## config.mk

```make
export PLATFORM = sky130hd
export DESIGN_NAME = eftp_map
export DESIGN_NICKNAME = d
export VERILOG_FILES = /design/src/design/eftp_pkg.sv /design/src/design/eftp_map.sv
export SDC_FILE = /design/constraint.sdc
export NUM_CORES = 1
export LEC_CHECK = 0
export BUFFER_PORTS_ARGS = -buffer_cell sky130_fd_sc_hd__buf_2
export CORE_ASPECT_RATIO = 0.8
export CORE_MARGIN = 2
export CORE_UTILIZATION = 39
export CTS_CLUSTER_SIZE = 40
export DETAILED_ROUTE_END_ITERATION = 7
export PLACE_DENSITY = 0.85
export SKIP_CTS_REPAIR_TIMING = 1
export SLEW_MARGIN = 20
export SYNTH_ARGS = -nofsm -noshare
export SYNTH_HDL_FRONTEND = slang
export SYNTH_SLANG_ARGS = --single-unit
```

## constraint.sdc

```tcl
create_clock -name clk -period 0.9 [get_ports clk]
set_input_delay 0.045 -clock clk [delete_from_list [all_inputs] [get_ports clk]]
set_output_delay 0.045 -clock clk [all_outputs]
set_load 0.005 [all_outputs]
```

## src/design/eftp_pkg.sv

```systemverilog
`timescale 1ns / 1ps
`default_nettype none
// ----------------------------------------------------------------------------
// Escape-time fractal pixel package
// Shared widths, register indexes, reset values and the saturation helper.
// ----------------------------------------------------------------------------
package eftp_pkg;

	// Field widths
	localparam int COORD_W = 10;          // pixel column / row
	localparam int IDX_W   = 12;          // iteration count and index
	localparam int FX_W    = 32;          // signed Q4.28 values
	localparam int ZOOM_W  = 31;          // unsigned Q3.28 zoom
	localparam int PROD_W  = 64;          // Q8.56 products
	localparam int SUM_W   = 37;          // shifted product plus a Q4.28 term
	localparam int OPND_W  = 33;          // signed multiplier operand

	// Screen mapping: v * 2^MAP_SHIFT / S - MAP_BIAS
	localparam int MAP_SHIFT = 30;
	localparam int DVD_W     = COORD_W + MAP_SHIFT;
	localparam logic [DVD_W:0] MAP_BIAS = (DVD_W + 1)'(64'd1 << 29);

	// Stream widths
	localparam int S_TDATA_W = 24;
	localparam int M_TDATA_W = 32;

	// Default screen size
	localparam int SCREEN_W_DEF = 1024;
	localparam int SCREEN_H_DEF = 1024;

	// Configuration register indexes
	localparam int CFG_IDX_W = 3;
	localparam logic [CFG_IDX_W-1:0] REG_JULIA_MODE     = 3'd0;
	localparam logic [CFG_IDX_W-1:0] REG_MAX_ITERATIONS = 3'd1;
	localparam logic [CFG_IDX_W-1:0] REG_ESCAPE_LIMIT   = 3'd2;
	localparam logic [CFG_IDX_W-1:0] REG_ZOOM_FACTOR    = 3'd3;
	localparam logic [CFG_IDX_W-1:0] REG_OFFSET_RE      = 3'd4;
	localparam logic [CFG_IDX_W-1:0] REG_OFFSET_IM      = 3'd5;
	localparam logic [CFG_IDX_W-1:0] REG_SEED_RE        = 3'd6;
	localparam logic [CFG_IDX_W-1:0] REG_SEED_IM        = 3'd7;

	// Register reset values
	localparam logic [IDX_W-1:0]  MAX_ITER_RST = 12'd100;
	localparam logic [FX_W-1:0]   ESC_LIM_RST  = 32'h0400_0000;
	localparam logic [ZOOM_W-1:0] ZOOM_RST     = 31'h1000_0000;

	// Clamp a 37-bit two's complement value into signed 32 bits.
	function automatic logic [FX_W-1:0] sat32(input logic [SUM_W-1:0] v);
		logic all0;
		logic all1;
		begin
			all0 = ~|v[SUM_W-1:FX_W-1];
			all1 = &v[SUM_W-1:FX_W-1];
			if (all0 || all1)
				sat32 = v[FX_W-1:0];
			else if (v[SUM_W-1])
				sat32 = {1'b1, {(FX_W-1){1'b0}}};
			else
				sat32 = {1'b0, {(FX_W-1){1'b1}}};
		end
	endfunction

endpackage
`default_nettype wire

```

## src/design/eftp_map.sv

```systemverilog
`timescale 1ns / 1ps
`default_nettype none
// ----------------------------------------------------------------------------
// Screen coordinate mapper
// Computes sat32(floor(v * 2^30 / DIVISOR) - 2^29). A power-of-two divisor
// is a shift; any other divisor uses two constant multiplications, one of
// them by a rounded-up reciprocal; the quotient is registered on start.
// ----------------------------------------------------------------------------
module eftp_map #(
	parameter int DIVISOR = eftp_pkg::SCREEN_W_DEF
) (
	input  wire                                clk,
	input  wire                                arst_n,
	input  wire                                start,
	input  wire [eftp_pkg::COORD_W-1:0]        v,
	output logic                               busy,
	output logic [eftp_pkg::FX_W-1:0]          m
);
	import eftp_pkg::*;

	localparam bool_pow2 = ((DIVISOR & (DIVISOR - 1)) == 0);
	localparam int  SH    = $clog2(DIVISOR);

	logic [DVD_W-1:0] quot;
	logic [DVD_W:0]   diff;

	generate
		if (bool_pow2) begin : g_shift
			logic [COORD_W-1:0] v_q;

			always_ff @(posedge clk or negedge arst_n) begin
				if (!arst_n)
					v_q <= '0;
				else if (start)
					v_q <= v;
			end

			assign quot = {v_q, {MAP_SHIFT{1'b0}}} >> SH;
			assign busy = 1'b0;
		end else begin : g_div
			// With 2^30 = Q * D + R, floor(v * 2^30 / D) = v * Q + floor(v * R / D).
			// The second term uses the reciprocal 2^34 / D rounded up. It is
			// exact because v * R times the rounding error of that reciprocal
			// stays below 2^34 for a 10-bit v and D up to 4096.
			localparam int RCP_SH = 34;
			localparam int RK_W   = 46;
			localparam int FP_W   = COORD_W + RK_W;
			localparam longint unsigned Q_L = (64'd1 << MAP_SHIFT) / DIVISOR;
			localparam longint unsigned R_L = (64'd1 << MAP_SHIFT) % DIVISOR;
			localparam longint unsigned M_L = ((64'd1 << RCP_SH) + DIVISOR - 1) / DIVISOR;
			localparam logic [DVD_W-1:0] QUO_K = DVD_W'(Q_L);
			localparam logic [RK_W-1:0]  RM_K  = RK_W'(R_L * M_L);

			logic [DVD_W-1:0] whole_w;
			logic [FP_W-1:0]  frac_w;
			logic [DVD_W-1:0] quot_q;

			assign whole_w = {{(DVD_W-COORD_W){1'b0}}, v} * QUO_K;
			assign frac_w  = {{RK_W{1'b0}}, v} * {{COORD_W{1'b0}}, RM_K};

			always_ff @(posedge clk or negedge arst_n) begin
				if (!arst_n)
					quot_q <= '0;
				else if (start)
					quot_q <= whole_w
					        + {{(DVD_W-FP_W+RCP_SH){1'b0}}, frac_w[FP_W-1:RCP_SH]};
			end

			assign quot = quot_q;
			assign busy = 1'b0;
		end
	endgenerate

	// The quotient is never negative, so only the upper bound can clamp.
	assign diff = {1'b0, quot} - MAP_BIAS;

	always_comb begin
		if (!diff[DVD_W] && (|diff[DVD_W-1:FX_W-1]))
			m = {1'b0, {(FX_W-1){1'b1}}};
		else
			m = diff[FX_W-1:0];
	end

endmodule
`default_nettype wire

```

# ---- After elaboration in Yosys (flattened, before gate mapping)
# Index checks and enable logic that the tools add are counted.
dict set report classes {
  n_addsub 1
  mul 0
  div_mod_pow 0
  n_lt_le_gt_ge 0
  eq_ne 0
  shift 0
  n_mux 1
  bitwise_logic 0
  reduce_logical 3
}
# operator n
set op_table {}
lappend op_table {{2-to-1 mux 32 bit} 1}
lappend op_table {{subtractor 30 x 30 -> 31 bit (second input constant)} 1}
lappend op_table {{OR reduction 9 bit} 1}
lappend op_table {{logical AND 1 bit} 1}
lappend op_table {{logical NOT 1 bit} 1}
dict set report word_totals {
  regBits 10
  latch_bits 0
  ramBits 0
  romBits 0
  elab_cells 6
  memories 0
}

# ---- Logic depth before layout (Yosys ltp)
# Gate-level depths: netlist of run 1.
dict set report logic_depth {
  depth_word 4
  ltp_mapped 2
  ltp_nobuf 1
}

# ---- Least setup slack after synthesis of run 1
# No wires, ideal clock.
dict set report synth_path {
  path_kind {register -> register}
  startpoint {register g_shift.v_q[0] (netlist name)}
  endpoint {register g_shift.v_q[0]}
  setup_time_ns 0.125
  arrival_time_ns 0.604
  t_required_ns 0.775
  slack_ns 0.171
  path_stages_with_launch 2
  path_buffers 0
  path_cell_list {dfrtp_1 > mux2_4}
}
# element line
set synth_rtl {}
lappend synth_rtl {{to (signal assigned)} eftp_map.sv:35} ;# v_q <= v;
lappend synth_rtl {{to (decl)} eftp_map.sv:29} ;# logic [COORD_W-1:0] v_q;

# ---- Worst setup path after layout of run 1
dict set report layout_path {
  startpoint {register g_shift.v_q[9]}
  endpoint {output port m[29] (netlist bit)}
}
dict set report layout_via {
  elab_chain_len 4
  elab_cells_between_ends 5
  classes_between {1 x add/sub; 1 x mux; 3 x reduce/logical}
}
# element line
set layout_lines {}
lappend layout_lines {{subtractor 30 x 30 -> 31 bit (*)} eftp_map.sv:75} ;# assign diff = {1'b0, quot} - MAP_BIAS;
lappend layout_lines {{OR reduction 9 bit / logical NOT 1 bit (equally long branches)} eftp_map.sv:78} ;# if (!diff[DVD_W] && (|diff[DVD_W-1:FX_W-1]))
lappend layout_lines {{logical AND 1 bit} eftp_map.sv:78}
lappend layout_lines {{2-to-1 mux 32 bit (*)} eftp_map.sv:78}
lappend layout_lines {{to (decl)} eftp_map.sv:17} ;# output logic [eftp_pkg::FX_W-1:0] m
# Mark *: on every way between the ends. The rest lies on a longest branch, timed or not.

==> results_dict.tcl, run 1 <==
set metrics [dict create \
    cpLargestDelayFamily "flip-flops" \
    die_height_um 40.8 \
    slowest_delay_ps 390 \
    layout_top_registers "g_shift.v_q x10" \
    clock_tree.htree_level_count 1 \
    yosys.area_share.adder_pct 0 \
    report.final.slew_viol_count 0 \
    fin_skew_ps 0 \
    synth_flop_cell "dfrtp_1" \
    finish.utilization_pct 42.7 \
    max_cap_violations 0 \
    yosysSeqAreaShare_pct 38.0 \
    largest_reg_by_ff_count "g_shift.v_q" \
    postSynthCellCount 55 \
    worst-endpoint-arrival_ps 800 \
    cp-startpoint "g_shift.v_q[9]$_DFFE_PN0P_" \
    synthTopCellsByArea "dfrtp_1 (38%), buf_4 (36%), mux2_4 (23%), buf_6 (1.7%), conb_1 (0.57%)" \
    total_power_mw 1.11 \
    finalNonFillerCells 94 \
    synth.mux.area_fraction_pct 22.8 \
    clock_pin_transition_on_the_worst_setup_and_hold_timing_paths_ps 60 \
    critical_path.n_buffers_inverters 2 \
    cts-buffers-inserted 3 \
    max_rail_drop_vdd_mv 1.17 \
    synth-compound-area-share_pct 0 \
    finalHoldViolCount 0 \
    reg2reg_from "g_shift.v_q[6]$_DFFE_PN0P_" \
    first_iter_violations 2 \
    post_synth_most_frequent_cells "buf_4 (32), dfrtp_1 (10), mux2_4 (10)" \
    area_growth_pct 4.17 \
    power.density_nw_per_um2 1620 \
    die-width_um 50.0 \
    most_frequent_cell_after_synthesis "buf_4" \
    num_antenna_cells 0 \
    layout_setup_ws_ps 51.7 \
    via_count_of_the_first_global_routing_pass 265 \
    hp-start "v[7]" \
    synthesis.area_per_instance_um2 12.0 \
    setup_viol 0 \
    port-buffer-count 24 \
    route.vias.total 329 \
    grt_pass1_wl_um 1210 \
    postRouteAntennaNets 0 \
    placement.setup.worst_slack_ps 96.3 \
    clk_latency_ps 250 \
    yosysUniqueCellTypes 6 \
    initial_core_util_pct 40.9 \
    startpoint_class_of_the_critical_path "flop" \
    mapped_cell_area_um2 659 \
    dr.pass1.iters 2 \
    crit_chain "inv_2, buf_2" \
    drive_above_1_share_pct 54.2 \
    fin_nets 86 \
    synthDominantAreaCellType "dfrtp_1" \
    max-clock-path-buffers 2 \
    grt_max_degree 11 \
    wl_um 832 \
    dpl.hpwl_um 698 \
    finalCriticalPeriod_ps 848 \
    largest_reg_flops 10 \
    grt_antenna_before_repair 0 \
    static-leakage-power_nw 0.395 \
    die_area_um2 2040 \
    fin_crit_share_pct 94.3 \
    post_synth_xor_area_fraction_pct 0 \
    cts_tree "done" \
    cts.sinks 10 \
    dominant_combinational_cell_family_by_area_after_synthesis "buffers and inverters" \
    route.detailed.drc 0 \
    vias_per_cell 3.50 \
    pin_count 46 \
    routed_wire_length_per_instance_um 8.85 \
    coreArea_um2 1610 \
    min_path_type "in -> reg" \
    floorplan.rows 13 \
    placed_cells_incl_taps 88 \
    cp.required_ps 850 \
    achievable-frequency_ghz 1.18 \
    outcome "finished, final reports clean" \
    clk_root_buffer_cell "clkbuf_4" \
    worstPathMaxFanout 3 \
    synth_top_area_share_pct 38.0 \
    count_of_flip_flops_with_a_built_in_enable_after_synthesis 0 \
    cp_endpoint_kind "output pin" \
    placer_s_final_routability_congestion_estimate 0.601 \
    globalRoute.totalOverflow 0 \
    worstSetupPathType "reg -> out" \
    ys_seq_elements 10 \
    crit_path_top_delay_cell "dfrtp_1" \
    gr-usage-all-layers_pct 9.26 \
    yosys_warnings 0 \
    synth_simple_gate_area_share_pct 0 \
    rsz0062_at_grt "yes" \
    async_reset_ff_share_pct 100 \
]
-- routing by layer --
| metal | track usage [%] | vias to the layer above | routed length [µm] |
|---|---|---|---|
| met4 | 4.17 | 0 | 0 |
| met3 | 6.57 | 0 | 88 |
| met2 | 15.3 | 23 | 405 |
| met5 | 0 | - | 0 |
| li1 | - | 155 | - |
| met1 | 9.21 | 151 | 338 |
-- logic make-up (layout without fill, tap and decap cells) --
group / after synthesis / after routing
buffers and inverters: 34 / 31
flip-flops: 10 / 10
multiplexers: 10 / 10
other: 1 / 21
-- where the power goes --
group,total (mW),switching [mW],internal [mW]
clock,0.383,0.138,0.245
combinational,0.211,0.0851,0.126
sequential,0.519,0.0244,0.495
-- layout by cell type, fill, tap and decap left out --
cell           instances
buf_2                 24
conb_1                21
mux2_4                10
dfrtp_1               10
clkbuf_4               3
dlygate4sd3_1          2
inv_2                  1
clkbuf_8               1
-- layout make-up --
cell class	count	area, µm²
clock buffer	4	36.3
fill	166	923
inverter	1	3.75
multi-input combinational	31	229
sequential	10	250
tap	22	27.5
timing repair buffer	26	140
-- path summary, 6_finish.rpt --
check | slack (ps) | to | cells past startpoint
worst max-delay path | 50 | m[29] | 2
worst min-delay path | 10 | g_shift.v_q[7]$_DFFE_PN0P_ | 2
worst max register to register | 130 | g_shift.v_q[6]$_DFFE_PN0P_ | 1
worst min register to register | 510 | g_shift.v_q[7]$_DFFE_PN0P_ | 1
max in group asynchronous | 550 | g_shift.v_q[8]$_DFFE_PN0P_ | 2
min in group asynchronous | 170 | g_shift.v_q[2]$_DFFE_PN0P_ | 2
-- through the flow --
step | cell area [µm²] | setup TNS [ps] | hold slack (ps)
2_1_floorplan | 734 | 0 | -251
3_3_place_gp | 631 | 0 | -86.9
3_5_place_dp | 631 | 0 | -88.3
4_1_cts | 667 | 0 | -375
5_1_grt | 687 | -24.6 | 2.44
6_report | 687 | 0 | 14.4
(Power assumes the default switching activity.)
==> run 2, diff against run 1 <==
--- a/config.mk
+++ b/config.mk
@@ -12,8 +12,10 @@
 export CTS_CLUSTER_SIZE = 40
 export DETAILED_ROUTE_END_ITERATION = 7
 export PLACE_DENSITY = 0.85
+export SETUP_SLACK_MARGIN = 0.5
 export SKIP_CTS_REPAIR_TIMING = 1
 export SLEW_MARGIN = 20
 export SYNTH_ARGS = -nofsm -noshare
 export SYNTH_HDL_FRONTEND = slang
 export SYNTH_SLANG_ARGS = --single-unit
+export TNS_END_PERCENT = 20
==> run 2 against run 1 <==
  * Clock-buffer cell count unchanged
  * Critical path depth did not move
  * Global-route usage unchanged
==> results_dict.tcl, run 2 (synthesis gave the netlist of run 1 again) <==
set metrics [dict create \
    dpl.hpwl_um 698 \
    initial_core_util_pct 40.9 \
    grt_max_degree 11 \
    cp_endpoint_kind "output pin" \
    layout_top_registers "g_shift.v_q x10" \
    placed_cells_incl_taps 88 \
    area_growth_pct 2.66 \
    layout_setup_ws_ps 51.9 \
    die_area_um2 2040 \
    min_path_type "in -> reg" \
    pin_count 46 \
    largest_reg_flops 10 \
    cp.required_ps 850 \
    first_iter_violations 2 \
    port-buffer-count 24 \
    via_count_of_the_first_global_routing_pass 265 \
    static-leakage-power_nw 0.391 \
    worstPathMaxFanout 3 \
    fin_hold_ws_ps 14.6 \
    worstSetupPathType "reg -> out" \
    finalNonFillerCells 93 \
    clock_tree.htree_level_count 1 \
    wl_um 820 \
    clk_latency_ps 250 \
    fin_crit_share_pct 94.2 \
    placer_s_final_routability_congestion_estimate 0.601 \
    max_rail_drop_vdd_mv 1.17 \
    fin_nets 85 \
    most-common-layout-cells "buf_2 (24), conb_1 (21), mux2_4 (10), dfrtp_1 (10), clkbuf_4 (3)" \
    max_cap_violations 0 \
    route.vias.total 325 \
    grt_pass1_wl_um 1210 \
    startpoint_class_of_the_critical_path "flop" \
    globalRoute.totalOverflow 0 \
    setup_total_negative_slack_ps 0 \
    num_antenna_cells 0 \
    gr-usage-all-layers_pct 9.26 \
    clk_root_buffer_cell "clkbuf_4" \
    total_power_mw 1.11 \
    die_height_um 40.8 \
    setup_viol 0 \
    cts.sinks 10 \
    layout.cells.most_common "buf_2" \
    clock_pin_transition_on_the_worst_setup_and_hold_timing_paths_ps 60 \
    finalHoldViolCount 0 \
    design_area_um2 677 \
    rsz0062_at_grt "yes" \
    fillerInstances 167 \
    cts-buffers-inserted 3 \
    grt_antenna_before_repair 0 \
    report.final.slew_viol_count 0 \
    achievable-frequency_ghz 1.18 \
    finish.utilization_pct 42.0 \
    dr.pass1.iters 2 \
    routed_wire_length_per_instance_um 8.82 \
    postRouteAntennaNets 0 \
    largest_reg_by_ff_count "g_shift.v_q" \
    vias_per_cell 3.49 \
    outcome "finished, final reports clean" \
    drive_above_1_share_pct 54.9 \
    finalCriticalPeriod_ps 848 \
    die-width_um 50.0 \
    fin_skew_ps 0 \
    reg2reg_slack_ps 130 \
    route.detailed.drc 0 \
    cell_area_placed_um2 631 \
    power.density_nw_per_um2 1640 \
    cts_tree "done" \
    coreArea_um2 1610 \
    max-clock-path-buffers 2 \
    placement.setup.worst_slack_ps 96.3 \
    floorplan.rows 13 \
    worst-endpoint-arrival_ps 800 \
]
run 2: layout make-up:
| cell class | instances | area (µm²) | share of cell area [%] |
|---|---|---|---|
| flip-flops and latches | 10 | 250 | 37.0 |
| multi-input cells | 31 | 229 | 33.8 |
| repair buffers | 25 | 130 | 19.2 |
| clock buffers | 4 | 36.3 | 5.36 |
| well taps | 22 | 27.5 | 4.07 |
| inverters | 1 | 3.75 | 0.555 |
run 2: where the power goes:
group	leakage (nW)	switching (mW)	total, mW	internal (mW)
clock network	0.0210	0.138	0.383	0.245
registers	0.117	0.0245	0.519	0.495
logic	0.253	0.0846	0.207	0.123
run 2: final timing paths:
| kind | cells after the start | endpoint | from |
|---|---|---|---|
| max in group asynchronous | 2 | g_shift.v_q[8]$_DFFE_PN0P_ | arst_n |
| min | 2 | g_shift.v_q[7]$_DFFE_PN0P_ | v[7] |
| max | 2 | m[29] | g_shift.v_q[9]$_DFFE_PN0P_ |
| min reg2reg | 1 | g_shift.v_q[7]$_DFFE_PN0P_ | g_shift.v_q[7]$_DFFE_PN0P_ |
| max reg2reg | 1 | g_shift.v_q[6]$_DFFE_PN0P_ | g_shift.v_q[6]$_DFFE_PN0P_ |
| min in group asynchronous | 2 | g_shift.v_q[2]$_DFFE_PN0P_ | arst_n |
run 2: worst max-delay path, stage by stage, from the launching register on:
cell	delay, ps
dfrtp_1	390
inv_2	60
buf_2	100
run 2: per-layer routing:
layer	up-vias	global-route usage, %	wire (µm)	part of all wire [%]
met5	-	0	0	0
met4	0	4.17	0	0
met3	0	6.57	88	11
met2	23	15.3	395	48
met1	149	9.21	336	41
li1	153	-	-	-
==> run 3, diff against run 2 <==
--- a/config.mk
+++ b/config.mk
@@ -5,13 +5,13 @@
 export SDC_FILE = /design/constraint.sdc
 export NUM_CORES = 1
 export LEC_CHECK = 0
-export BUFFER_PORTS_ARGS = -buffer_cell sky130_fd_sc_hd__buf_2
 export CORE_ASPECT_RATIO = 0.8
-export CORE_MARGIN = 2
-export CORE_UTILIZATION = 39
+export CORE_MARGIN = 4
+export CORE_UTILIZATION = 36
 export CTS_CLUSTER_SIZE = 40
 export DETAILED_ROUTE_END_ITERATION = 7
-export PLACE_DENSITY = 0.85
+export DONT_BUFFER_PORTS = 1
+export PLACE_DENSITY = 0.58
 export SETUP_SLACK_MARGIN = 0.5
 export SKIP_CTS_REPAIR_TIMING = 1
 export SLEW_MARGIN = 20
==> run 3 against run 2 <==
  * The run now ends with negative hold slack left
  * Global-route usage fell by 2.2 points
  * Die area grew 27%
  * Flip-flop and latch count did not move
  * Fmax increased by 7.3%
  * Clock power rose by 6.0%
  * Sequential share of layout area up 8.0 points
  * Combinational power is 43% lower
  * Cell count is 26% lower
  * First-iteration DRC count rose to 6.0 times the previous value
  * Clock-buffer cell count unchanged
  * Clock skew is the same
  * Highest routed layer is now met4
==> results_dict.tcl, run 3 (synthesis gave the netlist of run 1 again) <==
set metrics [dict create \
    finalNonFillerCells 69 \
    cpLargestDelayFamily "flip-flops" \
    clock_power_share_pct 38.5 \
    vias_per_cell 3.45 \
    crit_path_top_delay_cell "dfrtp_1" \
    postRouteAntennaNets 0 \
    critical_path.n_buffers_inverters 1 \
    report.final.slew_viol_count 0 \
    cp_endpoint_kind "output pin" \
    fin_nets 61 \
    layout.cells.most_common "conb_1" \
    achievable-frequency_ghz 1.27 \
    route.detailed.drc 0 \
    cts_tree "done" \
    clk_root_buffer_cell "clkbuf_4" \
    outcome "complete, but fails checks" \
    cts-buffers-inserted 3 \
    switching_power_mw 0.243 \
    cts.sinks 10 \
    largest_reg_by_ff_count "g_shift.v_q" \
    via_count_of_the_first_global_routing_pass 247 \
    die_area_um2 2580 \
    combPwrFrac_pct 11.1 \
    coreArea_um2 1680 \
    fin_crit_share_pct 87.8 \
    first_iter_violations 12 \
    num_antenna_cells 0 \
    clock_pin_transition_on_the_worst_setup_and_hold_timing_paths_ps 70 \
    crit_chain "inv_2" \
    cp_num_cells 1 \
    floorplan.rows 13 \
    fin_skew_ps 0 \
    total_internal_power_mw 0.811 \
    grt_max_degree 11 \
    max-clock-path-buffers 2 \
    placed_cells_incl_taps 64 \
    grt_antenna_before_repair 0 \
    setup_viol 0 \
    finish.utilization_pct 33.2 \
    routed_wire_length_per_instance_um 13.4 \
    port-buffer-count 0 \
    drive_above_1_share_pct 31.9 \
    failing_checks "negative hold slack" \
    reg2reg_to "g_shift.v_q[5]$_DFFE_PN0P_" \
    clock_tree.htree_level_count 1 \
    area_growth_pct -15.6 \
    worstPathMaxFanout 3 \
    globalRoute.totalOverflow 0 \
    startpoint_class_of_the_critical_path "flop" \
    reg2reg_slack_ps 110 \
    worst_hold_path.endpoint "g_shift.v_q[8]$_DFFE_PN0P_" \
    placer_s_final_routability_congestion_estimate 0.608 \
    max_rail_drop_vdd_mv 0.508 \
    seqPwrFrac_pct 50.4 \
    setup_total_negative_slack_ps 0 \
    hold_path_depth 1 \
    dr.pass1.iters 4 \
    die-width_um 55.9 \
    switching_share_pct 23.0 \
    finalHoldViolCount 10 \
    clk_latency_ps 260 \
    fin_hold_ws_ps -77.3 \
    max_cap_violations 0 \
    cp.required_ps 850 \
    most-common-layout-cells "conb_1 (21), mux2_4 (10), dfrtp_1 (10)" \
    wl_um 922 \
    die_height_um 46.3 \
    fillerInstances 169 \
    layout_top_registers "g_shift.v_q x10" \
    finalCriticalPeriod_ps 790 \
    static-leakage-power_nw 0.296 \
    rsz0062_at_grt "yes" \
    reg2reg_from "g_shift.v_q[5]$_DFFE_PN0P_" \
    pin_count 46 \
    worstSetupPathType "reg -> out" \
    largest_reg_flops 10 \
    power.density_nw_per_um2 1890 \
    hp-start "v[8]" \
    reg2reg_depth 1 \
    initial_core_util_pct 39.4 \
    grt_pass1_wl_um 1290 \
    min_path_type "in -> reg" \
    route.vias.total 238 \
    gr-usage-all-layers_pct 7.01 \
    worst-endpoint-arrival_ps 750 \
    slowest_delay_ps 390 \
]
run 3: area by class of cell:
| class | count | area, µm² | area share (%) |
|---|---|---|---|
| Sequential cell | 10 | 250 | 44.9 |
| Tap cell | 22 | 27.5 | 4.94 |
| Multi-Input combinational cell | 31 | 229 | 41.1 |
| Timing Repair Buffer | 1 | 10.0 | 1.80 |
| Clock buffer | 4 | 36.3 | 6.52 |
| Inverter | 1 | 3.75 | 0.674 |
run 3: routing by layer:
layer | wire [µm] | GRT usage, % | vias to the layer above
met5 | 0 | 0 | -
met4 | 17 | 7.11 | 0
met3 | 113 | 3.36 | 2
met2 | 437 | 9.67 | 23
met1 | 354 | 7.85 | 108
li1 | - | - | 105
run 3: power groups by stage:
stage          Clock (mW)  Combinational, mW  Sequential, mW
2_1_floorplan           0              0.254           0.521
3_3_place_gp            0              0.102           0.539
3_5_place_dp            0              0.104           0.540
4_1_cts             0.428              0.103           0.532
5_1_grt             0.452              0.131           0.538
6_report            0.406              0.117           0.531
run 3: worst max path at each step:
| stage | endpoint | slack (ps) | from |
|---|---|---|---|
| 2_1_floorplan | g_shift.v_q[0]$_DFFE_PN0P_ | 170 | g_shift.v_q[0]$_DFFE_PN0P_ |
| 5_1_grt | m[31] | 50 | g_shift.v_q[9]$_DFFE_PN0P_ |
| 3_5_place_dp | g_shift.v_q[5]$_DFFE_PN0P_ | 120 | g_shift.v_q[5]$_DFFE_PN0P_ |
| 6_report | m[29] | 110 | g_shift.v_q[9]$_DFFE_PN0P_ |
| 3_3_place_gp | g_shift.v_q[5]$_DFFE_PN0P_ | 120 | g_shift.v_q[5]$_DFFE_PN0P_ |
| 4_1_cts | m[29] | 60 | g_shift.v_q[9]$_DFFE_PN0P_ |
run 3: stage by stage:
step	area (µm²)	total power, mW	worst slack [ps]
6_report	557	1.05	110
5_1_grt	557	1.12	50.2
4_1_cts	547	1.06	63.8
3_3_place_gp	510	0.641	121
3_5_place_dp	510	0.643	117
2_1_floorplan	734	0.774	171
